File: src/rtl/itp_pkg.sv
// ----------------------------------------------------------------------------
// itp_pkg: shared types, codes and microcode for the infix to postfix converter
// Holds operator codes, precedence, the control word layout and the control
// program that the sequencer in the top level steps through.
// ----------------------------------------------------------------------------
package itp_pkg;

    // Operator codes as held on the stack
    typedef logic [2:0] t_code;
    localparam t_code CODE_LPAR = 3'd0;
    localparam t_code CODE_ADD  = 3'd1;
    localparam t_code CODE_SUB  = 3'd2;
    localparam t_code CODE_MUL  = 3'd3;
    localparam t_code CODE_DIV  = 3'd4;
    localparam t_code CODE_POW  = 3'd5;

    // Sequencer step addresses
    typedef logic [3:0] t_step;
    localparam t_step ST_FETCH  = 4'd0;
    localparam t_step ST_LETTER = 4'd1;
    localparam t_step ST_LPAR   = 4'd2;
    localparam t_step ST_RPAR   = 4'd3;
    localparam t_step ST_RDROP  = 4'd4;
    localparam t_step ST_OP     = 4'd5;
    localparam t_step ST_OPPUSH = 4'd6;
    localparam t_step ST_END    = 4'd7;
    localparam t_step ST_TERM   = 4'd8;

    // Step condition select
    localparam logic [1:0] COND_ALWAYS   = 2'd0;
    localparam logic [1:0] COND_NONEMPTY = 2'd1;
    localparam logic [1:0] COND_RPOP     = 2'd2;
    localparam logic [1:0] COND_OPOP     = 2'd3;

    // Emit source select
    localparam logic [1:0] EMIT_NONE = 2'd0;
    localparam logic [1:0] EMIT_CH   = 2'd1;
    localparam logic [1:0] EMIT_TOP  = 2'd2;
    localparam logic [1:0] EMIT_TERM = 2'd3;

    // Last-beat flag select
    localparam logic [1:0] LAST_ZERO = 2'd0;
    localparam logic [1:0] LAST_ONE  = 2'd1;
    localparam logic [1:0] LAST_RPAR = 2'd2;
    localparam logic [1:0] LAST_OP   = 2'd3;

    typedef struct packed {
        logic [1:0] cond;
        logic [1:0] emit;
        logic [1:0] last;
        logic       pop;
        logic       push;
        logic       clr_ovf;
        t_step      nxt_t;
        t_step      nxt_f;
    } t_uword;

    // Stack control and status between sequencer and stack
    typedef struct packed {
        logic  push;
        logic  pop;
        t_code code;
    } t_stk_ctl;

    typedef struct packed {
        t_code top;
        t_code below;
    } t_stk_stat;

    function automatic logic [1:0] code_prec(input t_code c);
        logic [1:0] p;
        unique case (c)
            CODE_ADD, CODE_SUB: p = 2'd1;
            CODE_MUL, CODE_DIV: p = 2'd2;
            CODE_POW:           p = 2'd3;
            default:            p = 2'd0;
        endcase
        return p;
    endfunction

    function automatic logic [7:0] code_char(input t_code c);
        logic [7:0] ch;
        unique case (c)
            CODE_LPAR: ch = 8'h28;
            CODE_ADD:  ch = 8'h2B;
            CODE_SUB:  ch = 8'h2D;
            CODE_MUL:  ch = 8'h2A;
            CODE_DIV:  ch = 8'h2F;
            CODE_POW:  ch = 8'h5E;
            default:   ch = 8'h00;
        endcase
        return ch;
    endfunction

    // Does incoming operator 'op' pop stacked entry 'stk'? '^' is right-assoc.
    function automatic logic op_pops(input t_code op, input t_code stk);
        logic r;
        if (op == CODE_POW) begin
            r = code_prec(stk) > code_prec(op);
        end else begin
            r = code_prec(stk) >= code_prec(op);
        end
        return r;
    endfunction

    // Entry step for an accepted beat
    function automatic t_step entry_step(input logic kind, input logic [7:0] ch);
        t_step s;
        if (kind) begin
            s = ST_END;
        end else if (ch == 8'h28) begin
            s = ST_LPAR;
        end else if (ch == 8'h29) begin
            s = ST_RPAR;
        end else if (ch == 8'h2B || ch == 8'h2D || ch == 8'h2A || ch == 8'h2F
                     || ch == 8'h5E) begin
            s = ST_OP;
        end else if ((ch >= 8'h41 && ch <= 8'h5A) || (ch >= 8'h61 && ch <= 8'h7A)) begin
            s = ST_LETTER;
        end else begin
            s = ST_FETCH;
        end
        return s;
    endfunction

    function automatic t_code char_code(input logic [7:0] ch);
        t_code c;
        unique case (ch)
            8'h2B:   c = CODE_ADD;
            8'h2D:   c = CODE_SUB;
            8'h2A:   c = CODE_MUL;
            8'h2F:   c = CODE_DIV;
            8'h5E:   c = CODE_POW;
            default: c = CODE_LPAR;
        endcase
        return c;
    endfunction

    // Control program. Action fields apply only when the step condition holds.
    function automatic t_uword ucode(input t_step s);
        t_uword w;
        unique case (s)
            ST_LETTER: w = '{COND_ALWAYS, EMIT_CH, LAST_ONE, 1'b0, 1'b0, 1'b0,
                             ST_FETCH, ST_FETCH};
            ST_LPAR:   w = '{COND_ALWAYS, EMIT_NONE, LAST_ZERO, 1'b0, 1'b1, 1'b0,
                             ST_FETCH, ST_FETCH};
            ST_RPAR:   w = '{COND_RPOP, EMIT_TOP, LAST_RPAR, 1'b1, 1'b0, 1'b0,
                             ST_RPAR, ST_RDROP};
            ST_RDROP:  w = '{COND_NONEMPTY, EMIT_NONE, LAST_ZERO, 1'b1, 1'b0, 1'b0,
                             ST_FETCH, ST_FETCH};
            ST_OP:     w = '{COND_OPOP, EMIT_TOP, LAST_OP, 1'b1, 1'b0, 1'b0,
                             ST_OP, ST_OPPUSH};
            ST_OPPUSH: w = '{COND_ALWAYS, EMIT_NONE, LAST_ZERO, 1'b0, 1'b1, 1'b0,
                             ST_FETCH, ST_FETCH};
            ST_END:    w = '{COND_NONEMPTY, EMIT_TOP, LAST_ZERO, 1'b1, 1'b0, 1'b0,
                             ST_END, ST_TERM};
            ST_TERM:   w = '{COND_ALWAYS, EMIT_TERM, LAST_ONE, 1'b0, 1'b0, 1'b1,
                             ST_FETCH, ST_FETCH};
            default:   w = '{COND_ALWAYS, EMIT_NONE, LAST_ZERO, 1'b0, 1'b0, 1'b0,
                             ST_FETCH, ST_FETCH};
        endcase
        return w;
    endfunction

endpackage

File: src/rtl/itp_in_if.sv
// ----------------------------------------------------------------------------
// itp_in_if: input channel of the infix to postfix converter
// Valid/ready channel carrying one infix character or an end mark per beat.
// ----------------------------------------------------------------------------
interface itp_in_if;
    logic       valid;
    logic       ready;
    logic       kind;
    logic [7:0] ch;

    modport source (output valid, output kind, output ch, input ready);
    modport sink   (input valid, input kind, input ch, output ready);
endinterface

File: src/rtl/itp_out_if.sv
// ----------------------------------------------------------------------------
// itp_out_if: output channel of the infix to postfix converter
// Valid/ready channel carrying one postfix character per beat.
// ----------------------------------------------------------------------------
interface itp_out_if;
    logic       valid;
    logic       ready;
    logic [7:0] out_char;
    logic       run_last;
    logic       expr_end;
    logic       overflow;

    modport source (output valid, output out_char, output run_last,
                    output expr_end, output overflow, input ready);
    modport sink   (input valid, input out_char, input run_last,
                    input expr_end, input overflow, output ready);
endinterface

File: src/rtl/infix_to_postfix_converter.sv
// ----------------------------------------------------------------------------
// infix_to_postfix_converter: shunting-yard infix to postfix conversion
// Microcoded sequencer over an operator stack and an output register.
// ----------------------------------------------------------------------------
// Usage:
//   i_in  (sink)  : one beat per infix character (kind 0) or end mark (kind 1).
//   o_out (source): postfix characters; run_last marks the last beat caused
//                   by an input beat, expr_end marks the terminator (char 0)
//                   and overflow reports a dropped push since the last end.
// Sequencing:
//   Fetch takes an input beat; a new beat is taken only in the fetch step.
//   Then one step runs per cycle unless an emitting step stalls: a letter
//   is emitted, a '(' is pushed, an operator or ')' pops while its pop test
//   holds, then pushes the operator or drops the '(', and an end mark
//   flushes the stack, then emits the terminator. A letter is loaded into
//   the output register by the step after the fetch that accepts it, unless
//   that step stalls. Other characters are dropped at fetch, with no beat.
// Reset:
//   Clears the stack count, the overflow flag, the output valid flag and the
//   step counter. Stack memory is not cleared; only live entries are read.
// Backpressure:
//   A step that emits holds while the output register is full and not being
//   drained; the register frees in the cycle its beat is taken.
// ----------------------------------------------------------------------------
module infix_to_postfix_converter #(
    parameter int STACK_DEPTH = 32
) (
    input logic          i_clk,
    input logic          i_rst_n,
    itp_in_if.sink       i_in,
    itp_out_if.source    o_out
);
    localparam int CW = $clog2(STACK_DEPTH + 1);

    // Sequencer state
    itp_pkg::t_step  r_upc;
    itp_pkg::t_step  n_upc;
    logic [7:0]      r_ch;
    itp_pkg::t_code  r_code;
    logic            r_ovf;

    // Output register
    logic            r_out_valid;
    logic [7:0]      r_out_char;
    logic            r_out_last;
    logic            r_out_end;
    logic            r_out_ovf;

    // Stack interface
    itp_pkg::t_stk_ctl  stk_ctl;
    itp_pkg::t_stk_stat stk_stat;
    logic [CW-1:0]      stk_count;
    logic               stk_full;

    itp_pkg::t_uword uw;
    logic            in_fire;
    logic            nonempty;
    logic            cond_ok;
    logic            slot_free;
    logic            stall;
    logic            act;
    logic            emit_fire;
    logic [7:0]      emit_char;
    logic            emit_last;

    itp_stack #(
        .STACK_DEPTH (STACK_DEPTH)
    ) u_stack (
        .i_clk   (i_clk),
        .i_rst_n (i_rst_n),
        .i_ctl   (stk_ctl),
        .o_stat  (stk_stat),
        .o_count (stk_count),
        .o_full  (stk_full)
    );

    // Control word for the current step
    assign uw       = itp_pkg::ucode(r_upc);
    assign nonempty = (stk_count != '0);

    assign i_in.ready = (r_upc == itp_pkg::ST_FETCH);
    assign in_fire    = i_in.valid && i_in.ready;

    always_comb begin
        unique case (uw.cond)
            itp_pkg::COND_ALWAYS:   cond_ok = 1'b1;
            itp_pkg::COND_NONEMPTY: cond_ok = nonempty;
            itp_pkg::COND_RPOP:     cond_ok = nonempty
                                              && (stk_stat.top != itp_pkg::CODE_LPAR);
            itp_pkg::COND_OPOP:     cond_ok = nonempty
                                              && itp_pkg::op_pops(r_code, stk_stat.top);
            default:                cond_ok = 1'b0;
        endcase
    end

    // An emitting step holds until the output register can take the beat
    assign slot_free = !r_out_valid || o_out.ready;
    assign stall     = cond_ok && (uw.emit != itp_pkg::EMIT_NONE) && !slot_free;
    assign act       = (r_upc != itp_pkg::ST_FETCH) && cond_ok && !stall;
    assign emit_fire = act && (uw.emit != itp_pkg::EMIT_NONE);

    always_comb begin
        unique case (uw.emit)
            itp_pkg::EMIT_CH:  emit_char = r_ch;
            itp_pkg::EMIT_TOP: emit_char = itp_pkg::code_char(stk_stat.top);
            default:           emit_char = 8'h00;
        endcase
    end

    // Last beat of this input: after a pop, check what the next top does
    always_comb begin
        unique case (uw.last)
            itp_pkg::LAST_ONE:  emit_last = 1'b1;
            itp_pkg::LAST_RPAR: emit_last = (stk_count == CW'(1))
                                            || (stk_stat.below == itp_pkg::CODE_LPAR);
            itp_pkg::LAST_OP:   emit_last = (stk_count == CW'(1))
                                            || !itp_pkg::op_pops(r_code, stk_stat.below);
            default:            emit_last = 1'b0;
        endcase
    end

    assign stk_ctl.push = act && uw.push;
    assign stk_ctl.pop  = act && uw.pop;
    assign stk_ctl.code = r_code;

    // Step counter: dispatch in fetch, hold on stall, else branch on condition
    always_comb begin
        if (r_upc == itp_pkg::ST_FETCH) begin
            n_upc = in_fire ? itp_pkg::entry_step(i_in.kind, i_in.ch) : itp_pkg::ST_FETCH;
        end else if (stall) begin
            n_upc = r_upc;
        end else begin
            n_upc = cond_ok ? uw.nxt_t : uw.nxt_f;
        end
    end

    always_ff @(posedge i_clk) begin
        if (!i_rst_n) begin
            r_upc <= itp_pkg::ST_FETCH;
        end else begin
            r_upc <= n_upc;
        end
    end

    // Latch the accepted beat
    always_ff @(posedge i_clk) begin
        if (in_fire) begin
            r_ch   <= i_in.ch;
            r_code <= i_in.kind ? itp_pkg::CODE_LPAR : itp_pkg::char_code(i_in.ch);
        end
    end

    // Sticky overflow: set on a dropped push, clear after the terminator
    always_ff @(posedge i_clk) begin
        if (!i_rst_n) begin
            r_ovf <= 1'b0;
        end else if (act && uw.clr_ovf) begin
            r_ovf <= 1'b0;
        end else if (stk_ctl.push && stk_full) begin
            r_ovf <= 1'b1;
        end
    end

    // Output register: load on emit, drop when taken
    always_ff @(posedge i_clk) begin
        if (!i_rst_n) begin
            r_out_valid <= 1'b0;
        end else if (emit_fire) begin
            r_out_valid <= 1'b1;
        end else if (o_out.ready) begin
            r_out_valid <= 1'b0;
        end
    end

    always_ff @(posedge i_clk) begin
        if (emit_fire) begin
            r_out_char <= emit_char;
            r_out_last <= emit_last;
            r_out_end  <= (uw.emit == itp_pkg::EMIT_TERM);
            r_out_ovf  <= r_ovf;
        end
    end

    assign o_out.valid    = r_out_valid;
    assign o_out.out_char = r_out_char;
    assign o_out.run_last = r_out_last;
    assign o_out.expr_end = r_out_end;
    assign o_out.overflow = r_out_ovf;

    // Stack never holds more than its depth
    a_count_bound: assert property (@(posedge i_clk) disable iff (!i_rst_n)
        stk_count <= CW'(STACK_DEPTH))
        else $error("stack count above depth");

    // The terminator goes out only once the stack is drained
    a_term_empty: assert property (@(posedge i_clk) disable iff (!i_rst_n)
        (emit_fire && uw.emit == itp_pkg::EMIT_TERM) |-> !nonempty)
        else $error("terminator with stack not empty");

    // Overflow flag is clear right after a terminator
    a_ovf_clear: assert property (@(posedge i_clk) disable iff (!i_rst_n)
        (emit_fire && uw.emit == itp_pkg::EMIT_TERM) |=> !r_ovf)
        else $error("overflow not cleared at end");

    // A pop is only issued on a non-empty stack
    a_pop_nonempty: assert property (@(posedge i_clk) disable iff (!i_rst_n)
        stk_ctl.pop |-> nonempty)
        else $error("pop on empty stack");
endmodule

File: src/rtl/itp_stack.sv
// ----------------------------------------------------------------------------
// itp_stack: operator stack
// Memory-backed stack with the top entry and the entry below it held in
// registers, so a pop completes at the next clock edge.
// ----------------------------------------------------------------------------
module itp_stack #(
    parameter int STACK_DEPTH = 32
) (
    input  logic                 i_clk,
    input  logic                 i_rst_n,
    input  itp_pkg::t_stk_ctl    i_ctl,
    output itp_pkg::t_stk_stat   o_stat,
    output logic [$clog2(STACK_DEPTH+1)-1:0] o_count,
    output logic                 o_full
);
    localparam int CW = $clog2(STACK_DEPTH + 1);
    localparam int AW = $clog2(STACK_DEPTH);

    itp_pkg::t_code r_mem [STACK_DEPTH];
    logic [CW-1:0]  r_count;
    logic [CW-1:0]  n_count;
    logic [CW-1:0]  rd_ptr;
    itp_pkg::t_code r_top;
    itp_pkg::t_code r_below;
    logic           full;
    logic           do_push;

    assign full    = (r_count == CW'(STACK_DEPTH));
    assign do_push = i_ctl.push && !full;

    always_comb begin
        n_count = r_count;
        if (do_push) begin
            n_count = r_count + CW'(1);
        end else if (i_ctl.pop) begin
            n_count = r_count - CW'(1);
        end
    end

    // Entry just below the new top; meaningless while fewer than two entries
    assign rd_ptr = n_count - CW'(2);

    always_ff @(posedge i_clk) begin
        if (!i_rst_n) begin
            r_count <= '0;
        end else begin
            r_count <= n_count;
        end
    end

    always_ff @(posedge i_clk) begin
        if (do_push) begin
            r_mem[r_count[AW-1:0]] <= i_ctl.code;
        end
        r_below <= r_mem[rd_ptr[AW-1:0]];
    end

    // Hold a copy of the top entry
    always_ff @(posedge i_clk) begin
        if (do_push) begin
            r_top <= i_ctl.code;
        end else if (i_ctl.pop) begin
            r_top <= r_below;
        end
    end

    assign o_stat.top   = r_top;
    assign o_stat.below = r_below;
    assign o_count      = r_count;
    assign o_full       = full;
endmodule
File: src/flat_wrapper.sv
// flat-port wrapper written by rule: the top's interface ports become plain ports
module infix_to_postfix_converter_flat 
#(
    parameter int STACK_DEPTH = 32
)
  (i_clk, i_rst_n, i_in_valid, i_in_kind, i_in_ch, i_in_ready, o_out_valid, o_out_out_char, o_out_run_last, o_out_expr_end, o_out_overflow, o_out_ready);
  itp_in_if i_in_i ();
  itp_out_if o_out_i ();
  input logic i_clk;
  input logic i_rst_n;
  input wire logic [$bits(i_in_i.valid)-1:0] i_in_valid;
  input wire logic [$bits(i_in_i.kind)-1:0] i_in_kind;
  input wire logic [$bits(i_in_i.ch)-1:0] i_in_ch;
  output wire logic [$bits(i_in_i.ready)-1:0] i_in_ready;
  output wire logic [$bits(o_out_i.valid)-1:0] o_out_valid;
  output wire logic [$bits(o_out_i.out_char)-1:0] o_out_out_char;
  output wire logic [$bits(o_out_i.run_last)-1:0] o_out_run_last;
  output wire logic [$bits(o_out_i.expr_end)-1:0] o_out_expr_end;
  output wire logic [$bits(o_out_i.overflow)-1:0] o_out_overflow;
  input wire logic [$bits(o_out_i.ready)-1:0] o_out_ready;
  assign i_in_i.valid = i_in_valid;
  assign i_in_i.kind = i_in_kind;
  assign i_in_i.ch = i_in_ch;
  assign i_in_ready = i_in_i.ready;
  assign o_out_valid = o_out_i.valid;
  assign o_out_out_char = o_out_i.out_char;
  assign o_out_run_last = o_out_i.run_last;
  assign o_out_expr_end = o_out_i.expr_end;
  assign o_out_overflow = o_out_i.overflow;
  assign o_out_i.ready = o_out_ready;
  infix_to_postfix_converter #(.STACK_DEPTH(STACK_DEPTH)) u_core (.i_clk(i_clk), .i_rst_n(i_rst_n), .i_in(i_in_i), .o_out(o_out_i));
endmodule
File: config.mk
export PLATFORM = sky130hd
export DESIGN_NAME = infix_to_postfix_converter_flat
export DESIGN_NICKNAME = d
export VERILOG_FILES = /design/src/rtl/itp_pkg.sv /design/src/rtl/itp_in_if.sv /design/src/rtl/itp_out_if.sv /design/src/rtl/infix_to_postfix_converter.sv /design/src/rtl/itp_stack.sv /design/src/flat_wrapper.sv
export SDC_FILE = /design/constraint.sdc
export NUM_CORES = 1
export LEC_CHECK = 0
export ABC_AREA = 1
export BUFFER_PORTS_ARGS = -buffer_cell sky130_fd_sc_hd__buf_4
export CAP_MARGIN = 10
export CELL_PAD_IN_SITES_DETAIL_PLACEMENT = 1
export CELL_PAD_IN_SITES_GLOBAL_PLACEMENT = 1
export CORE_UTILIZATION = 45
export CTS_BUF_LIST = sky130_fd_sc_hd__clkbuf_4
export DETAILED_ROUTE_END_ITERATION = 8
export MAX_ROUTING_LAYER = met4
export PLACE_DENSITY_LB_ADDON = 0.1
export SYNTH_ARGS = -nofsm -noshare
export SYNTH_HDL_FRONTEND = slang
export SYNTH_HIERARCHICAL = 1
export SYNTH_SLANG_ARGS = --single-unit
File: constraint.sdc
create_clock -name i_clk -period 7.31 [get_ports i_clk]
set_input_delay 0.3655 -clock i_clk [delete_from_list [all_inputs] [get_ports i_clk]]
set_output_delay 0.3655 -clock i_clk [all_outputs]
set_load 0.01 [all_outputs]
Word level (Yosys, flattened, before mapping)
Memories as Yosys holds them, arrays and structs flattened. A register that Yosys moved wholly into a read port is not among the register bits.
Cells that the tools add are included.

word-level totals
  bits in registers = 37
  bits in writable memories = 96
  bits in read-only memories = 240
  bits of input ports = 13
  output and inout bits = 13
  word-level logic and storage cells = 149
  memories kept = 2

operators by class
  add/sub/neg operators = 3
  magnitude comparators = 8
  equal/unequal tests = 34
  mux-type cells = 45
  bitwise gates (word level) = 1
  reduce and logical (&&, ||, !) cells = 45

memories
  name                  depth  bits a word  rd ports  clocked after memory_dff  write ports  line             RTL
  (name not given)      16     15           1         1                         0            itp_pkg.sv:142   unique case (s)
  u_core.u_stack.r_mem  32     3            1         1                         1            itp_stack.sv:19  itp_pkg::t_code r_mem [STACK_DEPTH];

operators by type and width
  kind                                                                                 count
  8-bit by 6-bit == test with 1-bit output, second input constant                      6
  7-bit one-hot mux with 6 select lines                                                1
  4-bit two-way mux                                                                    10
  2-bit two-way mux                                                                    14
  3-bit by 2-bit == test with 1-bit output, second input constant                      6
  3-bit == test, second input constant                                                 6
  8-bit by 7-bit greater-or-equal comparator with 1-bit output, second input constant  2
  8-bit by 7-bit less-or-equal comparator with 1-bit output, second input constant     2
  8-bit one-hot mux with 2 select lines                                                1
  1-bit logical AND                                                                    15
  3-bit one-hot mux with 5 select lines                                                1
  2-bit OR reduction                                                                   7
  2-bit == test, second input constant                                                 6
  6-bit two-way mux                                                                    2
  2-bit one-hot mux with 3 select lines                                                2
  3-bit by 1-bit == test with 1-bit output, second input constant                      3
  1-bit two-way mux                                                                    9
  8-bit by 7-bit == test with 1-bit output, second input constant                      1
  1-bit logical OR                                                                     8
  6-bit by 1-bit adder with 6-bit output, second input constant                        1
  2-bit by 1-bit == test with 1-bit output, second input constant                      3
  6-bit by 1-bit == test with 1-bit output, second input constant                      1
  6-bit == test, second input constant                                                 1
  3-bit logical NOT                                                                    2
  17 further kinds                                                                     26

Logic depth before layout (Yosys ltp)
Gate-level depths: netlist of run 1.

  word-level depth = 18
  depth in mapped cells = 31
  gate-level depth less buffers = 29

Cells and area by module
Netlist of run 1, hierarchy kept.

by module, submodules not included
  module                      instances  cells each  area each (sq um)  sequential area each (sq um)
  itp_stack                   1          492         4998.5             3153.0
  infix_to_postfix_converter  1          284         2268.4             1041.0

Worst setup path after synthesis of run 1
Ideal clock, no wire load.

  kind = register -> register
  start point = register u_core.r_code[0]
  end point = register u_core.u_stack.r_below[0], read port of u_core.u_stack.r_mem
  data arrival time = 4086 ps
  required time = 7252 ps
  path slack = 3166 ps
  cell stages (with the launch flop) = 28
  period minus slack after synthesis = 4144 ps
  cells stage by stage = edfxtp_1 -> inv_1 -> o21bai_1 -> nand2_1 -> ha_1 -> nand2_1 -> nand3_1 -> nand3_1 -> nand2_2 -> nand2_2 -> nor2_2 -> nand2_1 -> nor2_1 -> nand2_2 -> nand2_2 -> nand2_4 -> buf_4 -> ha_1 -> clkinv_1 -> clkbuf_1 -> nor2_1 -> o21ai_0 -> nand3_1 -> nand3_1 -> nand2_1 -> inv_1 -> nand2_1 -> nand2_1

RTL lines
  what                    line                               RTL
  start, declared         infix_to_postfix_converter.sv:39   itp_pkg::t_code r_code;
  start signal, assigned  infix_to_postfix_converter.sv:149  r_code <= i_in.kind ? itp_pkg::CODE_LPAR : itp_pkg::char_code(i_in.ch);
  end, declared           itp_stack.sv:24                    itp_pkg::t_code r_below;

==> metrics.md, run 1 <==
| Metric | Value |
|---|---|
| Status | `finished clean` |
| Design area | `7980 sq um` |
| Crit path capture | `u_core/u_stack/r_below[0]$_DFF_P_` |
| Buf/Inv on CP | `4` |
| Core area | `15800 sq um` |
| Die Wd | `129 um` |
| Gr usage total | `24.2%` |
| Peak Freq | `193 MHz` |
| Crit path max fanout | `35` |
| Max transition margin | `24.4%` |
| DP Area | `7630 sq um` |
| IO Pins | `26` |
| Fin crit period | `5.18 ns` |
| Vias in the first global route | `5624` |
| Delay of the slowest cell on the worst path | `0.43 ns` |
| Final #Nets | `839` |
| Slowest CP cell | `clkinv_1` |
| Largest net degree at the start of global routing | `37` |
| Post-synthesis cell area | `7270 sq um` |
| Vias per cell | `5.13` |
| Post-synth ARST share | `0%` |
| Row cnt | `46` |
| Die area | `16700 sq um` |
| Reg-to-reg endpoint | `u_core/u_stack/r_below[0]$_DFF_P_` |
| Synthesized area per cell | `9.36 sq um` |
| Crit path max-delay family | `simple AND/OR/NAND/NOR gates` |
| Most common cell in the netlist | `nand2_1` |
| Worst slew pin tran | `1.13 ns` |
| Register area share after synthesis | `57.7%` |
| Final hold vios | `0` |
| DR pass1 iterations | `4` |
| Layout Cells excl Fill | `1042` |
| Remaining antenna violation count after routing | `0` |
| Yosys reg bits | `149` |
| Netlist cell types | `42` |
| Peak supply drop | `312 uV` |
| Cell taking the most area after synthesis | `edfxtp_1` |
| Starting Density | `45.9%` |
| Top cell type's share of synthesized area | `50.0%` |
| Final Worst Setup Slack | `2.13 ns` |
| Crit. Startpoint | `u_core/r_code[1]$_SDFFCE_PP0P_` |
| Pre-CTS setup slack | `2.20 ns` |
| Initial antenna violation count | `1` |
| Mapped Cells | `776` |
| Via count | `5350` |
| Drt drc | `0` |
| Worst-case clock buffer depth | `2` |
| Postcts setup bufs | `0` |
| Layout cells sized above 1 | `13.5%` |
| Total gr overflow | `0` |
| Worst-path clk slew | `0.12 ns` |
| Worst path depth | `26` |
| Sink Count | `149` |
| Ys flop type | `edfxtp_1` |
| # port buffers | `25` |
| Placer Congestion | `0.838` |
| Global-route wire length before repair | `28800 um` |
| Worst Path Required | `7.77 ns` |
| Initial drt markers | `234` |
| Num CTS Buffers | `17` |
| HP Class | `in2reg` |
| Cell Pwr Density | `460 nW/um^2` |
| CTS HTree Levels | `4` |
| CP endpoint kind | `register` |
| TNS Setup | `0 ns` |
| Crit Path Category | `reg2reg` |
| Crit path launch type | `register` |
| RSZ-0062 raised after global routing | `false` |
| Reg-to-reg slack, setup | `2.13 ns` |
| Synth Warn # | `6` |
| Post-synth top cells | `nand2_1 (188), edfxtp_1 (121), nand3_1 (119)` |
| R2r worst-path depth | `26` |
| Final Skew | `0.0229 ns` |
| Synth area leaders | `edfxtp_1 (50%), nand2_1 (9.7%), nand3_1 (8.2%), dfxtp_1 (7.7%), nor2_1 (4.8%)` |
| CTS tree | `done` |
| Detailed placement HPWL | `13000 um` |
| Worst Hold Path Cells | `1` |
| Fin. max-slew vios | `0` |
| Synthesis-to-finish area growth | `9.87%` |
| Total power | `0.00367 W` |
| Clock Latency Late Sink | `0.57 ns` |
| Routed len/inst | `17.4 um` |
| Final period utilization | `70.9%` |
| Leak | `3.32 nW` |
| Most used cell, CP | `nand2_1` |
| Clk root buf | `clkbuf_4` |
| Max-cap violations | `0` |
| Dpl cells | `1003` |
| Die span in y | `129 um` |
| Post-Syn Nets | `803` |
| Post-synth EDFFs | `121` |
| Reg-to-Reg Start | `u_core/r_code[1]$_SDFFCE_PP0P_` |
| Final setup violation count | `0` |
| Arrival time worst endpoint | `5.64 ns` |
| Total Wirelength | `18100 um` |
-- per-stage QoR --
| step | utilization [%] | hold slack, ns |
|---|---|---|
| 6_report | 50.4 | 0.0488 |
| 5_1_grt | 50.4 | 0.0267 |
| 4_1_cts | 50.4 | 0.0210 |
| 3_5_place_dp | 48.2 | 0.483 |
| 3_3_place_gp | 48.2 | 0.501 |
| 2_1_floorplan | - | 0.409 |
-- sequential cells by signal, summed over array words and instances (netlist names) --
| name | cells |
|---|---|
| u_core/o_out.expr_end | 1 |
| u_core/r_ovf | 1 |
| u_core/r_code | 3 |
| u_core/o_out.valid | 1 |
| u_core/o_out.overflow | 1 |
| u_core/uw | 13 |
| u_core/o_out.run_last | 1 |
| u_core/u_stack/r_mem | 96 |
| u_core/u_stack/r_below | 3 |
| u_core/r_upc | 4 |
| u_core/u_stack/o_count | 6 |
| u_core/u_stack/r_top | 3 |
| u_core/r_ch | 8 |
| u_core/o_out.out_char | 8 |
-- kinds of logic (layout without fill, tap and decap cells) --
kind of cell / after synthesis / after routing / synth area share (%)
and+or+nand+nor: 448 / 448 / 28.0
DFF: 149 / 149 / 57.7
buffers and inverters: 113 / 162 / 6.78
AOI/OAI and AO/OA: 37 / 37 / 3.03
adders and majority gates: 14 / 14 / 2.41
muxes: 12 / 12 / 1.65
xor gates and xnor gates: 3 / 3 / 0.362
other: 0 / 1 / 0
-- power by group --
group	total [W]	leakage, nW	internal (W)	switching [W]
sequential	0.00114	1.33	0.00106	0.0000841
clock	0.000538	0.157	0.000239	0.000299
combinational	0.00199	1.83	0.000612	0.00138
total	0.00367	3.32	0.00191	0.00176
-- per-layer routing --
metal | global-route usage, % | wire length (um) | up-vias
li1 | - | - | 2638
met3 | 3.34 | 479 | 21
met5 | - | 0 | -
met2 | 43.5 | 9670 | 66
met4 | 9.00 | 393 | 0
met1 | 27.3 | 7580 | 2625
-- worst reg2reg max path, stage by stage (launching register included) --
cell and delay [ns]:
edfxtp_1 0.34, buf_4 0.35, inv_1 0.14, o21bai_1 0.18, nand2_1 0.11, ha_1 0.30
nand2_1 0.05, nand3_1 0.07, nand3_1 0.08, nand2_2 0.12, nand2_2 0.09, nor2_2 0.13
nand2_1 0.11, nor2_1 0.41, nand2_2 0.36, nand2_2 0.32, nand2_4 0.24, ha_1 0.38
clkinv_1 0.43, nor2_1 0.26, o21ai_0 0.14, nand3_1 0.15, nand3_1 0.11, nand2_1 0.08
inv_1 0.04, nand2_1 0.05, nand2_1 0.05
-- cell usage in the layout, fill, tap and decap left out, drive strengths merged, types with 9 or more instances in the layout --
cell type	Yosys	final
buf	16	30
inv	92	95
clkbuf	3	18
edfxtp	121	121
dfxtp	28	28
ha	14	14
nand3	124	124
nor2	105	105
mux2i	12	12
o21ai	23	23
nand2	208	208
clkinv	2	9
-- worst min-delay path by stage --
stage	start	to	slack, ns
after floorplan	u_core/r_ovf$_SDFFE_PP0P_	u_core/o_out.overflow$_DFFE_PP_	0.41
after global placement	u_core/uw[8]$_SDFF_PN0_	u_core/r_ovf$_SDFFE_PP0P_	0.50
after detailed placement	u_core/r_ovf$_SDFFE_PP0P_	u_core/o_out.overflow$_DFFE_PP_	0.48
after CTS	i_in_ch[0]	u_core/r_ch[0]$_DFFE_PP_	0.02
after global routing	i_in_ch[0]	u_core/r_ch[0]$_DFFE_PP_	0.03
final	i_in_ch[0]	u_core/r_ch[0]$_DFFE_PP_	0.05
-- repair_timing --
| item | in CTS | in global routing |
|---|---|---|
| endpoints found under the hold margin | 6 | 0 |
| resized for setup | 0 | 0 |
| hold buffers | 6 | 0 |
| endpoints found under the setup margin | 0 | 0 |
-- cell type report --
class                           count  area (sq um)
Tap cell                          216           270
Inverter                           94           359
Antenna cell                        1          2.50
Timing Repair Buffer               36           285
Sequential cell                   149          4190
Multi-Input combinational cell    514          2580
Clock buffer                       18           135
Fill cell                        1837          7840
Clock inverter                     14           158
Power figures use the tool's default switching activity.
==> run 2, diff against run 1 <==
Settings changed: ABC_AREA 1 to 0.
Clock period 7.31 ns to 4.5 ns, I/O delays scaled along.
==> run 2 against run 1 <==
Against the previous run:
- flip-flop and latch count stayed put
- clock power is 42% higher
- global-route usage is 2.3 points lower
==> metrics.md, run 2 <==
| Metric | Value |
|---|---|
| Post-synth EDFFs | `121 (unchanged)` |
| HP Class | `in2reg` |
| Postcts setup bufs | `0 (unchanged)` |
| Clock Latency Late Sink | `0.56 ns (about the same)` |
| Dpl cells | `716 (-29%)` |
| Fill cells | `1483 (-19%)` |
| Die span in y | `125 um (-2.8%)` |
| Cell Pwr Density | `677 nW/um^2 (+47%)` |
| Leading cell types in the layout, fill and taps excluded | `edfxtp_1 (121), mux2i_1 (62), nor2_1 (49)` |
| Total power | `0.00517 W (+41%)` |
| Initial antenna violation count | `0 (-1)` |
| Num CTS Buffers | `17 (unchanged)` |
| Status | `finished clean` |
| Routed len/inst | `20.4 um (+17%)` |
| TNS Setup | `0 ns (unchanged)` |
| Top cell type's share of synthesized area | `53.0% (+3.0 points)` |
| Post-synth ARST share | `0% (unchanged)` |
| Peak supply drop | `293 uV (-6.2%)` |
| CTS tree | `done` |
| Synthesized area per cell | `13.5 sq um (+44%)` |
| Synth Warn # | `6 (unchanged)` |
| Slowest CP cell | `edfxtp_1` |
| Crit. Startpoint | `u_core/u_stack/r_top[2]$_DFFE_PP_` |
| Via count | `4213 (-21%)` |
| CP endpoint kind | `register` |
| Worst Path Required | `5.00 ns (-2.77 ns)` |
| Arrival time worst endpoint | `4.65 ns (-0.99 ns)` |
| Register area share after synthesis | `61.1% (+3.4 points)` |
| Clk root buf | `clkbuf_4` |
| RSZ-0062 raised after global routing | `false` |
| Post-Syn Nets | `536 (-33%)` |
| Fin crit period | `4.15 ns (-1.03 ns)` |
| Row cnt | `44 (-4.3%)` |
| CTS HTree Levels | `4 (unchanged)` |
| Most common cell in the netlist | `edfxtp_1` |
| Mapped Cells | `509 (-34%)` |
| Final setup violation count | `0 (unchanged)` |
| Final #Nets | `589 (-30%)` |
| Layout cells sized above 1 | `19.1% (+5.7 points)` |
| Drt drc | `0 (unchanged)` |
| Peak Freq | `241 MHz (+25%)` |
| Delay of the slowest cell on the worst path | `0.48 ns (+0.05 ns)` |
| Die area | `15700 sq um (-5.5%)` |
| Sink Count | `149 (unchanged)` |
| Final Worst Setup Slack | `0.349 ns (-1.78 ns)` |
| Max-cap violations | `0 (unchanged)` |
| Total Wirelength | `15500 um (-14%)` |
| Worst Hold Launch | `i_in_valid` |
| Yosys reg bits | `149 (unchanged)` |
| Final period utilization | `92.3% (+21 points)` |
| Leak | `2.99 nW (-10%)` |
| Fin util | `52.0% (+1.5 points)` |
| Post-synth top cells | `edfxtp_1 (121), mux2i_1 (62), nor2_1 (49)` |
| Final Skew | `0.0310 ns (+0.00813 ns)` |
| Remaining antenna violation count after routing | `0 (unchanged)` |
| Synth area leaders | `edfxtp_1 (53%), mux2i_1 (9.0%), dfxtp_1 (8.2%), mux4_2 (3.0%), nor2_1 (2.7%)` |
| Vias in the first global route | `4436 (-21%)` |
| Gr usage total | `21.8% (-2.3 points)` |
| Crit path max fanout | `8 (-77%)` |
| Reg-to-Reg Start | `u_core/u_stack/r_top[2]$_DFFE_PP_` |
| Worst-case clock buffer depth | `2 (unchanged)` |
| Cell taking the most area after synthesis | `edfxtp_1` |
| Diode count | `0 (-1)` |
| Netlist cell types | `65 (+55%)` |
| Ordered list of cells on the worst path | `nor3_1, a21oi_1, ha_1, nand2b_1, a21oi_1, o221ai_2, nand2_1, nor3_2, and2_2, and2_1, mux2i_1, xnor2_1, inv_1, ha_1, buf_4, mux4_2, mux2i_1, mux2_2` |
| Largest net degree at the start of global routing | `50 (+35%)` |
| DR pass1 iterations | `5 (+1)` |
| Layout Cells excl Fill | `759 (-27%)` |
| Ys flop type | `edfxtp_1` |
| Total gr overflow | `0 (unchanged)` |
| IO Pins | `26 (unchanged)` |
| Max reg flops | `96 (unchanged)` |
| Vias per cell | `5.55 (+8.1%)` |
| Final hold vios | `0 (unchanged)` |
| Most common cell after layout, fill and taps aside | `edfxtp_1` |
| Post-synthesis cell area | `6860 sq um (-5.6%)` |
| Pre-CTS setup slack | `0.168 ns (-2.04 ns)` |
| Worst slew pin tran | `0.599 ns (-0.531 ns)` |
| Fin. max-slew vios | `0 (unchanged)` |
| Core area | `14700 sq um (-7.1%)` |
| Max transition margin | `60.1% (+36 points)` |
| Detailed placement HPWL | `10700 um (-18%)` |
| Crit path launch type | `register` |
| Die Wd | `125 um (-2.8%)` |
| Synthesis-to-finish area growth | `11.4%` |
| Placer Congestion | `0.792 (-5.4%)` |
| Initial drt markers | `264 (+13%)` |
| Global-route wire length before repair | `24800 um (-14%)` |
| # port buffers | `25 (unchanged)` |
| Starting Density | `46.7% (+0.76 points)` |
| Worst-path clk slew | `0.12 ns (about the same)` |
| Crit Path Category | `reg2reg` |
## run 2: layout make-up
cell class	count	area, sq um	share of cell area, %
tap	184	230	3.01
timing repair buffer	54	445	5.83
inverter	17	63.8	0.835
sequential	149	4190	54.9
clock inverter	11	87.6	1.15
multi-input combinational	323	2460	32.2
clock buffer	21	158	2.06
## run 2: layer usage
metal,wire (um),GRT usage (%)
met1,6990,27.0
met2,7780,35.2
met3,432,5.22
met4,302,7.25
met5,0,-
## run 2: repair_timing
action | in CTS | in global routing
gates resized for setup | 0 | 2
hold buffers | 11 | 0
endpoints found under the setup margin | 0 | 3
hold endpoints to repair | 17 | 0
## run 2: logic make-up after synthesis
family / synth area share, %
fa+ha+maj: 2.55
mux: 13.8
flops: 61.1
buf+inv: 3.17
compound gates: 5.31
xor+xnor: 1.02
simple gates: 13.0
## run 2: worst max-delay path, delay by kind of cell, from the launching register on
| family | cells | cell delay (ns) |
|---|---|---|
| adder cells (fa/ha/maj) | 2 | 0.69 |
| multiplexers | 4 | 0.80 |
| XOR/XNOR | 1 | 0.21 |
| flip-flops | 1 | 0.48 |
| buffers and inverters | 2 | 0.33 |
| AO/OA/AOI/OAI | 3 | 0.35 |
| AND/OR/NAND/NOR | 6 | 1.24 |
## run 2: worst paths after layout
check	end	slack, ns	cells past startpoint
setup / recovery	u_core/u_stack/r_below[2]$_DFF_P_	0.35	18
hold / removal	u_core/r_ch[3]$_DFFE_PP_	0.34	3
setup reg to reg	u_core/u_stack/r_below[2]$_DFF_P_	0.35	18
hold reg to reg	u_core/r_ovf$_SDFFE_PP0P_	0.44	1
## run 2: report_power, final
part | total [W] | switching [W] | leakage [nW] | internal [W]
registers | 0.00181 | 0.000103 | 1.33 | 0.00170
clock network | 0.000762 | 0.000470 | 0.142 | 0.000291
logic | 0.00260 | 0.00142 | 1.51 | 0.00118
total | 0.00517 | 0.00199 | 2.99 | 0.00318
## run 2: through the flow
stage          area [sq um]  hold slack [ns]
4_1_cts                7630            0.284
2_1_floorplan          6860            0.324
5_1_grt                7640            0.302
6_report               7640            0.340
3_5_place_dp           7280            0.425
3_3_place_gp           7280            0.410
